--- src/rtl/core/cpf_pkg.sv ---
// cpf_pkg: shared constants, codes, command/status structs and the type-length table
// for the packet framer; no dependencies
`default_nettype none

package cpf_pkg;

  // largest packet the store holds
  localparam int MAX_PACKET = 20;
  localparam int IDX_W      = $clog2(MAX_PACKET);
  localparam int LEN_W      = $clog2(MAX_PACKET + 1);

  // fixed field widths of the channels
  localparam int BYTE_W     = 8;
  localparam int OUT_IDX_W  = 5;
  localparam int OUT_LEN_W  = 5;
  localparam int STATUS_W   = 2;
  localparam int TIMEOUT_W  = 16;

  localparam logic KIND_BYTE = 1'b0;
  localparam logic KIND_TICK = 1'b1;

  localparam logic [BYTE_W-1:0] START_MARK = 8'h21;
  localparam logic [BYTE_W-1:0] TYPE_A     = 8'h41;
  localparam logic [BYTE_W-1:0] TYPE_B     = 8'h42;
  localparam logic [BYTE_W-1:0] TYPE_C     = 8'h43;
  localparam logic [BYTE_W-1:0] TYPE_G     = 8'h47;
  localparam logic [BYTE_W-1:0] TYPE_L     = 8'h4C;
  localparam logic [BYTE_W-1:0] TYPE_M     = 8'h4D;
  localparam logic [BYTE_W-1:0] TYPE_Q     = 8'h51;

  localparam logic [STATUS_W-1:0] ST_OK       = 2'd0;
  localparam logic [STATUS_W-1:0] ST_NO_START = 2'd1;
  localparam logic [STATUS_W-1:0] ST_BAD_SUM  = 2'd2;

  localparam logic [TIMEOUT_W-1:0] TIMEOUT_RESET = 16'd1;

  // controller to datapath
  typedef struct packed {
    logic accept;   // request taken this cycle
    logic start;    // rewind readout to index 0
    logic advance;  // step readout to the next byte
    logic clear;    // packet finished, drop it
  } dp_cmd_t;

  // datapath to controller
  typedef struct packed {
    logic close_now;  // the offered request closes the open packet
    logic reject;     // closed packet failed its checks
    logic last_out;   // readout sits on the final byte
  } dp_stat_t;

  // required length for a type byte, zero when the type has none
  function automatic logic [LEN_W-1:0] type_length(input logic [BYTE_W-1:0] t);
    logic [LEN_W-1:0] len;
    len = '0;
    unique case (t)
      TYPE_A, TYPE_G, TYPE_M, TYPE_L: len = LEN_W'(15);
      TYPE_Q:                         len = LEN_W'(19);
      TYPE_B:                         len = LEN_W'(5);
      TYPE_C:                         len = LEN_W'(6);
      default:                        len = '0;
    endcase
    return len;
  endfunction

endpackage

`default_nettype wire

--- src/rtl/core/cpf_if.sv ---
// cpf_if: handshake channel interfaces for the packet framer
// depends on cpf_pkg
`default_nettype none

interface cpf_item_if import cpf_pkg::*; ();
  logic              valid;
  logic              ready;
  logic              kind;
  logic [BYTE_W-1:0] rx_byte;

  modport source (output valid, kind, rx_byte, input ready);
  modport sink   (input valid, kind, rx_byte, output ready);
endinterface

interface cpf_result_if import cpf_pkg::*; ();
  logic                 valid;
  logic                 ready;
  logic [BYTE_W-1:0]    out_byte;
  logic [OUT_IDX_W-1:0] byte_index;
  logic [OUT_LEN_W-1:0] packet_length;
  logic [STATUS_W-1:0]  status;
  logic                 last;

  modport source (output valid, out_byte, byte_index, packet_length, status, last,
                  input ready);
  modport sink   (input valid, out_byte, byte_index, packet_length, status, last,
                  output ready);
endinterface

interface cpf_cfg_if import cpf_pkg::*; ();
  logic                 valid;
  logic                 ready;
  logic [TIMEOUT_W-1:0] data;

  modport source (output valid, data, input ready);
  modport sink   (input valid, data, output ready);
endinterface

`default_nettype wire

--- src/rtl/core/cpf_ctrl.sv ---
// cpf_ctrl: sequencing state machine of the packet framer
// depends on cpf_pkg
`default_nettype none

module cpf_ctrl import cpf_pkg::*; (
  input  wire logic     clk,
  input  wire logic     rst,
  input  wire logic     item_valid,
  output logic          item_ready,
  output logic          result_valid,
  input  wire logic     result_ready,
  input  wire dp_stat_t stat,
  output dp_cmd_t       cmd
);

  localparam logic [1:0] S_IDLE   = 2'd0;
  localparam logic [1:0] S_CHECK  = 2'd1;
  localparam logic [1:0] S_EMIT   = 2'd2;
  localparam logic [1:0] S_REJECT = 2'd3;

  logic [1:0] state;
  logic [1:0] state_next;

  always_comb begin
    state_next   = state;
    cmd          = '0;
    item_ready   = 1'b0;
    result_valid = 1'b0;
    unique case (state)
      S_IDLE: begin
        item_ready = 1'b1;
        if (item_valid) begin
          cmd.accept = 1'b1;
          if (stat.close_now) state_next = S_CHECK;
        end
      end
      S_CHECK: begin
        // read of byte 0 goes out here, verdict already settled
        cmd.start  = 1'b1;
        state_next = stat.reject ? S_REJECT : S_EMIT;
      end
      S_EMIT: begin
        result_valid = 1'b1;
        if (result_ready) begin
          if (stat.last_out) begin
            cmd.clear  = 1'b1;
            state_next = S_IDLE;
          end else begin
            cmd.advance = 1'b1;
          end
        end
      end
      S_REJECT: begin
        result_valid = 1'b1;
        if (result_ready) begin
          cmd.clear  = 1'b1;
          state_next = S_IDLE;
        end
      end
      default: state_next = S_IDLE;
    endcase
  end

  always_ff @(posedge clk) begin
    if (rst) begin
      state <= S_IDLE;
    end else begin
      state <= state_next;
    end
  end

endmodule

`default_nettype wire

--- src/rtl/core/cpf_dp.sv ---
// cpf_dp: packet store, counters, checksum check and readout of the packet framer
// depends on cpf_pkg
`default_nettype none

module cpf_dp import cpf_pkg::*; (
  input  wire logic                 clk,
  input  wire logic                 rst,
  input  wire dp_cmd_t              cmd,
  output dp_stat_t                  stat,
  input  wire logic                 kind,
  input  wire logic [BYTE_W-1:0]    rx_byte,
  input  wire logic                 cfg_we,
  input  wire logic [TIMEOUT_W-1:0] cfg_data,
  output logic [BYTE_W-1:0]         out_byte,
  output logic [OUT_IDX_W-1:0]      byte_index,
  output logic [OUT_LEN_W-1:0]      packet_length,
  output logic [STATUS_W-1:0]       status,
  output logic                      last
);

  logic [BYTE_W-1:0]    mem [MAX_PACKET];
  logic [BYTE_W-1:0]    rd_data;
  logic [IDX_W-1:0]     idx;
  logic [IDX_W-1:0]     rd_addr;

  logic [LEN_W-1:0]     fill;
  logic [BYTE_W-1:0]    sum;
  logic [TIMEOUT_W-1:0] idle;
  logic [TIMEOUT_W-1:0] timeout;
  logic [BYTE_W-1:0]    head_byte;
  logic [BYTE_W-1:0]    type_byte;
  logic [BYTE_W-1:0]    last_byte;

  logic                 is_tick;
  logic                 is_start;
  logic [LEN_W-1:0]     fill_base;
  logic [LEN_W-1:0]     fill_next;
  logic [BYTE_W-1:0]    sum_next;
  logic [TIMEOUT_W-1:0] idle_next;
  logic [BYTE_W-1:0]    type_sel;
  logic [LEN_W-1:0]     need;
  logic                 byte_close;
  logic                 tick_close;
  logic [BYTE_W-1:0]    sum_before;
  logic [STATUS_W-1:0]  verdict;

  assign is_tick   = (kind == KIND_TICK);
  assign is_start  = (rx_byte == START_MARK);
  assign fill_base = is_start ? '0 : fill;
  assign fill_next = fill_base + LEN_W'(1);
  assign sum_next  = (is_start ? '0 : sum) + rx_byte;
  assign idle_next = (idle != '1) ? idle + TIMEOUT_W'(1) : idle;
  // type byte is the incoming one when it lands at index 1
  assign type_sel  = (fill_base == LEN_W'(1)) ? rx_byte : type_byte;
  assign need      = type_length(type_sel);

  assign byte_close = (fill_next >= LEN_W'(MAX_PACKET)) ||
                      ((fill_next >= LEN_W'(2)) && (need != '0) && (fill_next == need));
  assign tick_close = (fill != '0) && (idle_next >= timeout);

  // checksum: last byte is the inverse of the sum of the ones before it
  assign sum_before = sum - last_byte;
  always_comb begin
    if (head_byte != START_MARK) begin
      verdict = ST_NO_START;
    end else if (~sum_before != last_byte) begin
      verdict = ST_BAD_SUM;
    end else begin
      verdict = ST_OK;
    end
  end

  assign stat.close_now = is_tick ? tick_close : byte_close;
  assign stat.reject    = (verdict != ST_OK);
  assign stat.last_out  = ((LEN_W'(idx) + LEN_W'(1)) == fill);

  always_ff @(posedge clk) begin
    if (rst) begin
      fill    <= '0;
      sum     <= '0;
      idle    <= '0;
      timeout <= TIMEOUT_RESET;
    end else begin
      if (cfg_we) timeout <= cfg_data;
      if (cmd.clear) begin
        fill <= '0;
        sum  <= '0;
        idle <= '0;
      end else if (cmd.accept) begin
        if (is_tick) begin
          if (fill != '0) idle <= idle_next;
        end else begin
          fill <= fill_next;
          sum  <= sum_next;
          idle <= '0;
        end
      end
    end
  end

  // header bytes kept beside the store
  always_ff @(posedge clk) begin
    if (cmd.accept && !is_tick) begin
      last_byte <= rx_byte;
      if (fill_base == '0)       head_byte <= rx_byte;
      if (fill_base == LEN_W'(1)) type_byte <= rx_byte;
    end
  end

  always_ff @(posedge clk) begin
    if (cmd.accept && !is_tick) begin
      mem[fill_base[IDX_W-1:0]] <= rx_byte;
    end
  end

  // readout: rd_data is a registered read of the entry that idx points at
  always_comb begin
    if (cmd.start) begin
      rd_addr = '0;
    end else if (cmd.advance) begin
      rd_addr = idx + IDX_W'(1);
    end else begin
      rd_addr = idx;
    end
  end

  always_ff @(posedge clk) begin
    if (rst) begin
      idx <= '0;
    end else begin
      idx <= rd_addr;
    end
  end

  always_ff @(posedge clk) begin
    rd_data <= mem[rd_addr];
  end

  assign out_byte      = stat.reject ? '0 : rd_data;
  assign byte_index    = stat.reject ? '0 : OUT_IDX_W'(idx);
  assign packet_length = OUT_LEN_W'(fill);
  assign status        = verdict;
  assign last          = stat.reject || stat.last_out;

endmodule

`default_nettype wire

--- src/rtl/core/controller_packet_framer_top.sv ---
// controller_packet_framer_top: bang-framed packet receiver with inverted-sum checksum
// depends on cpf_pkg, cpf_if, cpf_ctrl, cpf_dp
//
//   channel  | dir | payload                                           | taken when
//   ---------+-----+---------------------------------------------------+-------------------
//   item     | in  | kind, rx_byte                                     | valid && ready
//   result   | out | out_byte, byte_index, packet_length, status, last | valid && ready
//   cfg      | in  | data (idle timeout, 16 bits)                      | valid && ready
//
// a request that leaves the packet open leaves item ready high
// a closing request goes through accept, then verdict and read of byte 0, then n results
//   (packet length, or 1 on rejection), one a cycle while the receiver is ready, from the
//   single read port of the packet store
// synchronous reset clears counters and sum, loads timeout 1; the store is not cleared
// item ready is low from a closing accept until the last result is taken
// cfg is always ready
`default_nettype none

module controller_packet_framer_top import cpf_pkg::*; (
  input  wire logic  clk,
  input  wire logic  rst,
  cpf_item_if.sink   item,
  cpf_result_if.source result,
  cpf_cfg_if.sink    cfg
);

  dp_cmd_t  cmd;
  dp_stat_t stat;
  logic     item_ready;
  logic     result_valid;

  // controller: owns both handshakes
  cpf_ctrl u_ctrl (
    .clk          (clk),
    .rst          (rst),
    .item_valid   (item.valid),
    .item_ready   (item_ready),
    .result_valid (result_valid),
    .result_ready (result.ready),
    .stat         (stat),
    .cmd          (cmd)
  );

  // datapath: store, counters, checks and the result fields
  cpf_dp u_dp (
    .clk           (clk),
    .rst           (rst),
    .cmd           (cmd),
    .stat          (stat),
    .kind          (item.kind),
    .rx_byte       (item.rx_byte),
    .cfg_we        (cfg.valid),
    .cfg_data      (cfg.data),
    .out_byte      (result.out_byte),
    .byte_index    (result.byte_index),
    .packet_length (result.packet_length),
    .status        (result.status),
    .last          (result.last)
  );

  assign item.ready   = item_ready;
  assign result.valid = result_valid;
  // timeout register takes a write in any cycle
  assign cfg.ready    = 1'b1;

endmodule

`default_nettype wire

--- src/flat_wrapper.sv ---
// flat-port wrapper written by rule: the top's interface ports become plain ports
module controller_packet_framer_top_flat import cpf_pkg::*;
  (clk, rst, item_valid, item_kind, item_rx_byte, item_ready, result_valid, result_out_byte, result_byte_index, result_packet_length, result_status, result_last, result_ready, cfg_valid, cfg_data, cfg_ready);
  cpf_item_if item_i ();
  cpf_result_if result_i ();
  cpf_cfg_if cfg_i ();
  input  wire logic clk;
  input  wire logic rst;
  input wire logic [$bits(item_i.valid)-1:0] item_valid;
  input wire logic [$bits(item_i.kind)-1:0] item_kind;
  input wire logic [$bits(item_i.rx_byte)-1:0] item_rx_byte;
  output wire logic [$bits(item_i.ready)-1:0] item_ready;
  output wire logic [$bits(result_i.valid)-1:0] result_valid;
  output wire logic [$bits(result_i.out_byte)-1:0] result_out_byte;
  output wire logic [$bits(result_i.byte_index)-1:0] result_byte_index;
  output wire logic [$bits(result_i.packet_length)-1:0] result_packet_length;
  output wire logic [$bits(result_i.status)-1:0] result_status;
  output wire logic [$bits(result_i.last)-1:0] result_last;
  input wire logic [$bits(result_i.ready)-1:0] result_ready;
  input wire logic [$bits(cfg_i.valid)-1:0] cfg_valid;
  input wire logic [$bits(cfg_i.data)-1:0] cfg_data;
  output wire logic [$bits(cfg_i.ready)-1:0] cfg_ready;
  assign item_i.valid = item_valid;
  assign item_i.kind = item_kind;
  assign item_i.rx_byte = item_rx_byte;
  assign item_ready = item_i.ready;
  assign result_valid = result_i.valid;
  assign result_out_byte = result_i.out_byte;
  assign result_byte_index = result_i.byte_index;
  assign result_packet_length = result_i.packet_length;
  assign result_status = result_i.status;
  assign result_last = result_i.last;
  assign result_i.ready = result_ready;
  assign cfg_i.valid = cfg_valid;
  assign cfg_i.data = cfg_data;
  assign cfg_ready = cfg_i.ready;
  controller_packet_framer_top u_core (.clk(clk), .rst(rst), .item(item_i), .result(result_i), .cfg(cfg_i));
endmodule
--- config.mk ---
export PLATFORM = sky130hd
export DESIGN_NAME = controller_packet_framer_top_flat
export DESIGN_NICKNAME = d
export VERILOG_FILES = /design/src/rtl/core/cpf_pkg.sv /design/src/rtl/core/cpf_if.sv /design/src/rtl/core/cpf_ctrl.sv /design/src/rtl/core/cpf_dp.sv /design/src/rtl/core/controller_packet_framer_top.sv /design/src/flat_wrapper.sv
export SDC_FILE = /design/constraint.sdc
export NUM_CORES = 1
export LEC_CHECK = 0
export BUFFER_PORTS_ARGS = -buffer_cell sky130_fd_sc_hd__buf_2
export CORE_MARGIN = 2
export CORE_UTILIZATION = 60
export DETAILED_ROUTE_END_ITERATION = 10
export PLACE_DENSITY = 0.76
export SYNTH_ARGS = -nofsm -noshare
export SYNTH_HDL_FRONTEND = slang
export SYNTH_SLANG_ARGS = --single-unit
--- constraint.sdc ---
create_clock -name clk -period 8.96 [get_ports clk]
set_input_delay 0.448 -clock clk [delete_from_list [all_inputs] [get_ports clk]]
set_output_delay 0.448 -clock clk [all_outputs]
set_load 0.03 [all_outputs]
Yosys cells after proc, flatten, opt, wreduce, memory -nomap -nowiden
Memories as Yosys holds them, arrays and structs flattened. A register that Yosys moved wholly into a read port is not among the register bits.
Index checks and enable logic that the tools add are counted.
{ "totals": {"output_inout_bits": 24, "ff_bits": 76, "memories": 1, "in_bits": 30, "ramBits": 160, "wordCells": 96} }
{ "memory_table": {"columns": ["name", "depth", "word_bits", "rd", "rd_clocked_by_memory_dff", "write_ports", "line_no", "rtl"], "rows": [
  ["u_core.u_dp.mem", 20, 8, 1, 1, 1, "cpf_dp.sv:21", "logic [BYTE_W-1:0] mem [MAX_PACKET];"]
]} }
{ "op_classes": {"n_addsub": 5, "mux": 34, "reduce_logical": 19, "n_eq_ne": 23, "magnitude_cmp": 3, "n_bitwise": 2} }
{ "ops": {"columns": ["op", "count"], "rows": [
  ["$eq 8x7->1 const B", 7],
  ["$mux 16", 3],
  ["$mux 8", 3],
  ["$mux 5", 4],
  ["$pmux 5 s4", 1],
  ["$add 16x1->16 const B", 1],
  ["$ge 16x16->1", 1],
  ["$mux 2", 8],
  ["$ne 16x16->1 const B", 1],
  ["$mux 1", 13],
  ["$add 5x1->5 const B", 2],
  ["$eq 5x5->1", 2],
  ["$reduce_bool 5->1", 2],
  ["$add 8x8->8", 1],
  ["$eq 8x6->1 const B", 1],
  ["$ne 2x2->1 const B", 4],
  ["$ne 8x6->1 const B", 1],
  ["$ne 8x8->1", 1],
  ["$not 8->8", 1],
  ["$pmux 2 s4", 1],
  ["$sub 8x8->8", 1],
  ["$reduce_and 2->1", 3],
  ["$eq 5x1->1 const B", 1],
  ["$ge 5x2->1 const B", 1],
  ["15 further kinds", 22]
]} }

Longest topological paths before layout
{ "logic_depth": {"depth_word": 15, "mapped_depth": 16, "depth_no_buf": 15} }

Modules after synthesis
A second synthesis with hierarchy kept.
{ "unflattened": {"cells_unflattened": 885, "hier_area_um2": 11413.4} }
{ "modules_own_cells": {"columns": ["mod", "cells_per_inst", "area_per_inst_um2", "instances"], "rows": [
  ["cpf_dp", 868, 11272.1, 1],
  ["cpf_ctrl", 15, 130.1, 1],
  ["controller_packet_framer_top", 2, 11.3, 1]
]} }

Least setup slack after synthesis
Ideal clock, no wire load.
{ "synth_timing": {"path_type": "input port to flip-flop", "from": "in item_rx_byte[7]", "to": "reg u_core.u_ctrl.state[0]", "path_slack_ns": 5.173, "required_time_ns": 8.843, "arrival_ns": 3.670, "cell_stages": 14, "setup_ns": 0.117, "cell_sequence": "nor4b_1 nand3_1 and2_1 inv_1 ha_1 nor4b_1 and3_1 o221ai_1 nand2_1 o21ai_0 a21oi_1 xor2_1 a311o_1 a32o_1"} }
{ "synth_between": {"elab_chain_cells": 14} }
{ "synth_lines": {"columns": ["item", "line_no", "rtl"], "rows": [
  ["start, declared", "flat_wrapper.sv:11", "input wire logic [$bits(item_i.rx_byte)-1:0] item_rx_byte;"],
  ["$eq 8x6->1", "cpf_dp.sv:48", "assign is_start = (rx_byte == START_MARK);"],
  ["$mux 5", "cpf_dp.sv:49", "assign fill_base = is_start ? '0 : fill;"],
  ["$eq 5x1->1", "cpf_dp.sv:54", "assign type_sel = (fill_base == LEN_W'(1)) ? rx_byte : type_byte;"],
  ["$mux 8", null, null],
  ["$eq 8x7->1", "cpf_pkg.sv:56", "unique case (t)"],
  ["$reduce_or 4->1", "cpf_pkg.sv:56", null],
  ["$pmux 5 s4", "cpf_pkg.sv:56", null],
  ["$reduce_bool 5->1", "cpf_dp.sv:58", "((fill_next >= LEN_W'(2)) && (need != '0) && (fill_next == need));"],
  ["$logic_and 1x1->1 (2 in series)", "cpf_dp.sv:58", null],
  ["$logic_or 1x1->1 (*)", "cpf_dp.sv:57", "assign byte_close = (fill_next >= LEN_W'(MAX_PACKET)) ||"],
  ["$mux 1 (*)", "cpf_dp.sv:73", "assign stat.close_now = is_tick ? tick_close : byte_close;"],
  ["$ne 2x1->1 (no source line) (*)", null, null],
  ["$reduce_and 5->1 (no source line) (*)", null, null],
  ["end signal, assigned", "cpf_ctrl.sv:68", "state <= state_next;"],
  ["end, declared", "cpf_ctrl.sv:21", "logic [1:0] state;"]
]} }
Every way passes the cells marked *; elsewhere a longest branch is shown, timed or not.
A chain may end at the register's enable or synchronous reset.

Worst setup path in the final report
{ "layout_timing": {"from": "reg u_core.u_dp.idx[0]", "to": "reg u_core.u_dp.rd_data[3], read port of u_core.u_dp.mem"} }
{ "layout_between": {"elab_chain_cells": 7} }
{ "layout_lines": {"columns": ["item", "line_no", "rtl"], "rows": [
  ["start, declared", "cpf_dp.sv:23", "logic [IDX_W-1:0] idx;"],
  ["start signal, assigned", "cpf_dp.sv:131", "idx <= rd_addr;"],
  ["$add 5x1->5", "cpf_dp.sv:75, cpf_dp.sv:121", null],
  ["$eq 5x5->1", "cpf_dp.sv:75", "assign stat.last_out = ((LEN_W'(idx) + LEN_W'(1)) == fill);"],
  ["$mux 1", "cpf_ctrl.sv:45", "if (stat.last_out) begin"],
  ["$mux 2", "cpf_ctrl.sv:44", "if (result_ready) begin"],
  ["$mux 1", "cpf_ctrl.sv:29", "unique case (state)"],
  ["$mux 5 (*)", "cpf_dp.sv:120", "end else if (cmd.advance) begin"],
  ["$mux 5 (*)", "cpf_dp.sv:118", "if (cmd.start) begin"],
  ["end, declared", "cpf_dp.sv:22", "logic [BYTE_W-1:0] rd_data;"]
]} }
Marks and branches as above.

==> impl_metrics.tcl <==
set metrics [dict create \
    async_flop_share_pct 0 \
    fin_skew_ns 0.0189 \
    yosysSeqAreaShare_pct 56.7 \
    endpoint_kind "register" \
    row_count 51 \
    dpl.hpwl_um 17300 \
    syn-mean-instance-area_um2 11.5 \
    max_freq_mhz 225 \
    grt_pass1_wl_um 42000 \
    fin_crit_ns 4.44 \
    synth_edf_count 183 \
    dr.first_iter.drc_count 727 \
    p_total_uw 2490 \
    drtPass1Iterations 5 \
    worst_pin_slew_ns 1.15 \
    fin_nets 1122 \
    cp_max_fo 79 \
    gp_congestion 0.914 \
    n_antenna_cell 0 \
    grt_pass1_vias 7619 \
    drive_above_1_share_pct 11.7 \
    worstSetupPathType "reg2reg" \
    grt.total_usage_pct 26.4 \
    worstHoldPathType "in2reg" \
    gr-total-overflow 0 \
    yosys_warnings 0 \
    total_leakage_power_uw 0.00508 \
    synthesis.area_um2 11800 \
    path_clk_slew_ns 0.06 \
    clockBufferDepth 3 \
    drtAntennaViolNets 0 \
    synth_nets 1092 \
    cts_htree_levels 1 \
    vias_per_cell 6.13 \
    num_vias 8223 \
    startpoint_type "register" \
    rsz0062_at_grt "false" \
    clk_latency_ns 0.55 \
    cts_resized 0 \
    routed_wl_um 27100 \
    post_cts_buffers 0 \
    peakVddDrop_mv 0.186 \
    core-area_um2 19400 \
    cts_tree "done" \
    arrival_ns 4.85 \
    port_buffers 52 \
    crit_path_max_incr_delay_ns 0.82 \
    max_slew_margin_pct 22.6 \
    fp.dieH_um 144 \
    ys_ff_latch 243 \
    start_util_pct 60.9 \
    clockRootBuffer "clkbuf_16" \
    io_pins 54 \
    status "finished clean" \
    drv_slew 0 \
    die_area_um2 20800 \
    yosysUniqueCellTypes 67 \
    grt_antenna_before_repair 0 \
    cp_slowest_cell "buf_4" \
    cap_violations 0 \
    tns_ns 0 \
    die_w_um 144 \
    ctsHoldBuffers 0 \
    period_share_pct 49.5 \
    drc 0 \
    setup_violations 0 \
    cts.sinks 243 \
    synth_flop_cell "edfxtp_1" \
    cts_made_buffers 26 \
    critPathRequiredTime_ns 9.37 \
    crit_path_cell_trace "ha_1 -> nand3_1 -> or3_1 -> a211o_1 -> a211oi_4 -> buf_4 -> buf_4 -> nor2b_1 -> a211oi_1 -> a21oi_1 -> a21oi_1 -> o221ai_1" \
    syn_to_final_growth_pct 10.5 \
    syn_inst 1027 \
    grt_max_degree 80 \
    avgRoutedWirePerCell_um 20.2 \
    powerDensity_nw_per_um2 191 \
    hold_viol_final 0 \
]
## cell families after synthesis
group	count (synthesis)	synth area share, %
and+or+nand+nor	299	13.1
other	1	0.0317
muxes	84	7.30
AOI/OAI and AO/OA	225	12.6
buffers and inverters	103	3.77
DFF	243	56.7
xor gates and xnor gates	36	2.67
adders and majority gates	36	3.85
## power breakdown
group / switching, µW / internal (µW)
Combinational: 125 / 78.1
Clock: 444 / 595
Sequential: 18.0 / 1230
Total: 587 / 1910
## final cells by class
class,instances,area [µm²]
Fill cell,1460,6340
Clock buffer,36,718
Tap cell,265,332
Sequential cell,243,6700
Inverter,45,169
Multi-Input combinational cell,681,4700
Timing Repair Buffer,60,320
Clock inverter,12,120
## through the flow
step / area [µm²] / instances / util, % / hold slack (ns) / worst slack (ns)
floorplan: 11800 / 1027 / - / 0.445 / 5.17
global placement: 12200 / 1294 / 63.0 / 0.473 / 4.35
detailed placement: 12200 / 1294 / 63.0 / 0.487 / 4.18
CTS: 13100 / 1342 / 67.3 / 0.101 / 4.61
global route: 13100 / 1342 / 67.3 / 0.107 / 4.14
finish: 13100 / 1342 / 67.3 / 0.114 / 4.52
## state kept, by name, summed over array words and instances, names as in the netlist
name,cells
u_core.u_ctrl.state,2
u_core.u_dp.last_byte,7
u_core.u_dp.head_byte,8
u_core.u_dp.sum,8
u_core.u_dp.idx,5
u_core.u_dp.idle,16
u_core.u_dp.rd_data,8
u_core.u_dp.packet_length,5
u_core.u_dp.mem,160
u_core.u_dp.type_byte,8
u_core.u_dp.timeout,16
## routing by layer
| layer | GRT usage, % | up-vias | wire [µm] |
|---|---|---|---|
| li1 | - | 3873 | - |
| met1 | 37.5 | 3998 | 11900 |
| met2 | 42.0 | 303 | 12600 |
| met3 | 4.40 | 49 | 1900 |
| met4 | 7.97 | 0 | 720 |
| met5 | 0 | - | 0 |
## placed cells by master (no fill, tap or decap), drive strengths merged, types with 6 or more instances in the layout
cell type,n
nor3b,6
nor2,69
o221ai,9
o211ai,13
nand3,18
a31oi,14
o21ai,37
nand2b,13
nand2,65
ha,34
a21oi,59
and3,23
a221oi,10
a21o,11
edfxtp,183
a211oi,27
mux2i,67
clkbuf,36
clkinv,9
nor2b,34
dfxtp,60
a22oi,16
mux2,17
nand4,11
inv,46
nor3,9
xnor2,20
xor2,16
buf,60
and2,29
## path summary, 6_finish.rpt
kind / end / slack, ns / from / depth (start not counted)
worst max-delay path: u_core.u_dp.rd_data[3]$_DFF_P_ / 4.52 / u_core.u_dp.idx[0]$_SDFF_PP0_ / 12
worst min-delay path: u_core.u_dp.timeout[0]$_SDFFE_PP1P_ / 0.11 / cfg_data[0] / 2
worst max register to register: u_core.u_dp.rd_data[3]$_DFF_P_ / 4.52 / u_core.u_dp.idx[0]$_SDFF_PP0_ / 12
worst min register to register: u_core.u_dp.timeout[12]$_SDFFE_PP0P_ / 0.50 / u_core.u_dp.timeout[12]$_SDFFE_PP0P_ / 2
## worst max-delay path: cells and delay by family, from the launching register on
family                     cells  cell delay [ns]
and+or+nand+nor                3             0.59
adders and majority gates      1             0.34
DFF                            1             0.50
buffers and inverters          2             1.21
AOI/OAI and AO/OA              6             1.58
## synth_stat cells, types with 4 or more instances
cell | instances | share of area (%)
dfxtp_1 | 60 | 10
a31oi_1 | 14 | 0.74
nor2b_1 | 34 | 1.8
mux2i_1 | 67 | 5.7
nand3_1 | 18 | 0.76
a211oi_1 | 26 | 1.7
nor4b_1 | 4 | 0.30
a21o_1 | 11 | 0.70
edfxtp_1 | 183 | 47
buf_4 | 6 | 0.38
ha_1 | 34 | 3.6
a21oi_1 | 59 | 2.5
buf_2 | 11 | 0.47
clkbuf_1 | 36 | 1.1
nand3b_1 | 4 | 0.25
nand2b_1 | 13 | 0.69
and3_1 | 23 | 1.2
o21bai_1 | 4 | 0.25
nor3b_1 | 6 | 0.38
o21ai_0 | 34 | 1.4
nand4_1 | 11 | 0.58
a221oi_1 | 10 | 0.74
o221ai_1 | 9 | 0.67
mux2_2 | 17 | 1.6
a22oi_1 | 16 | 1.0
nand2_1 | 65 | 2.1
and2_1 | 28 | 1.5
o211ai_1 | 12 | 0.76
inv_1 | 45 | 1.4
nor3_1 | 9 | 0.38
xnor2_1 | 20 | 1.5
nor2_1 | 69 | 2.2
xor2_1 | 16 | 1.2
Power figures use the tool's default switching activity.
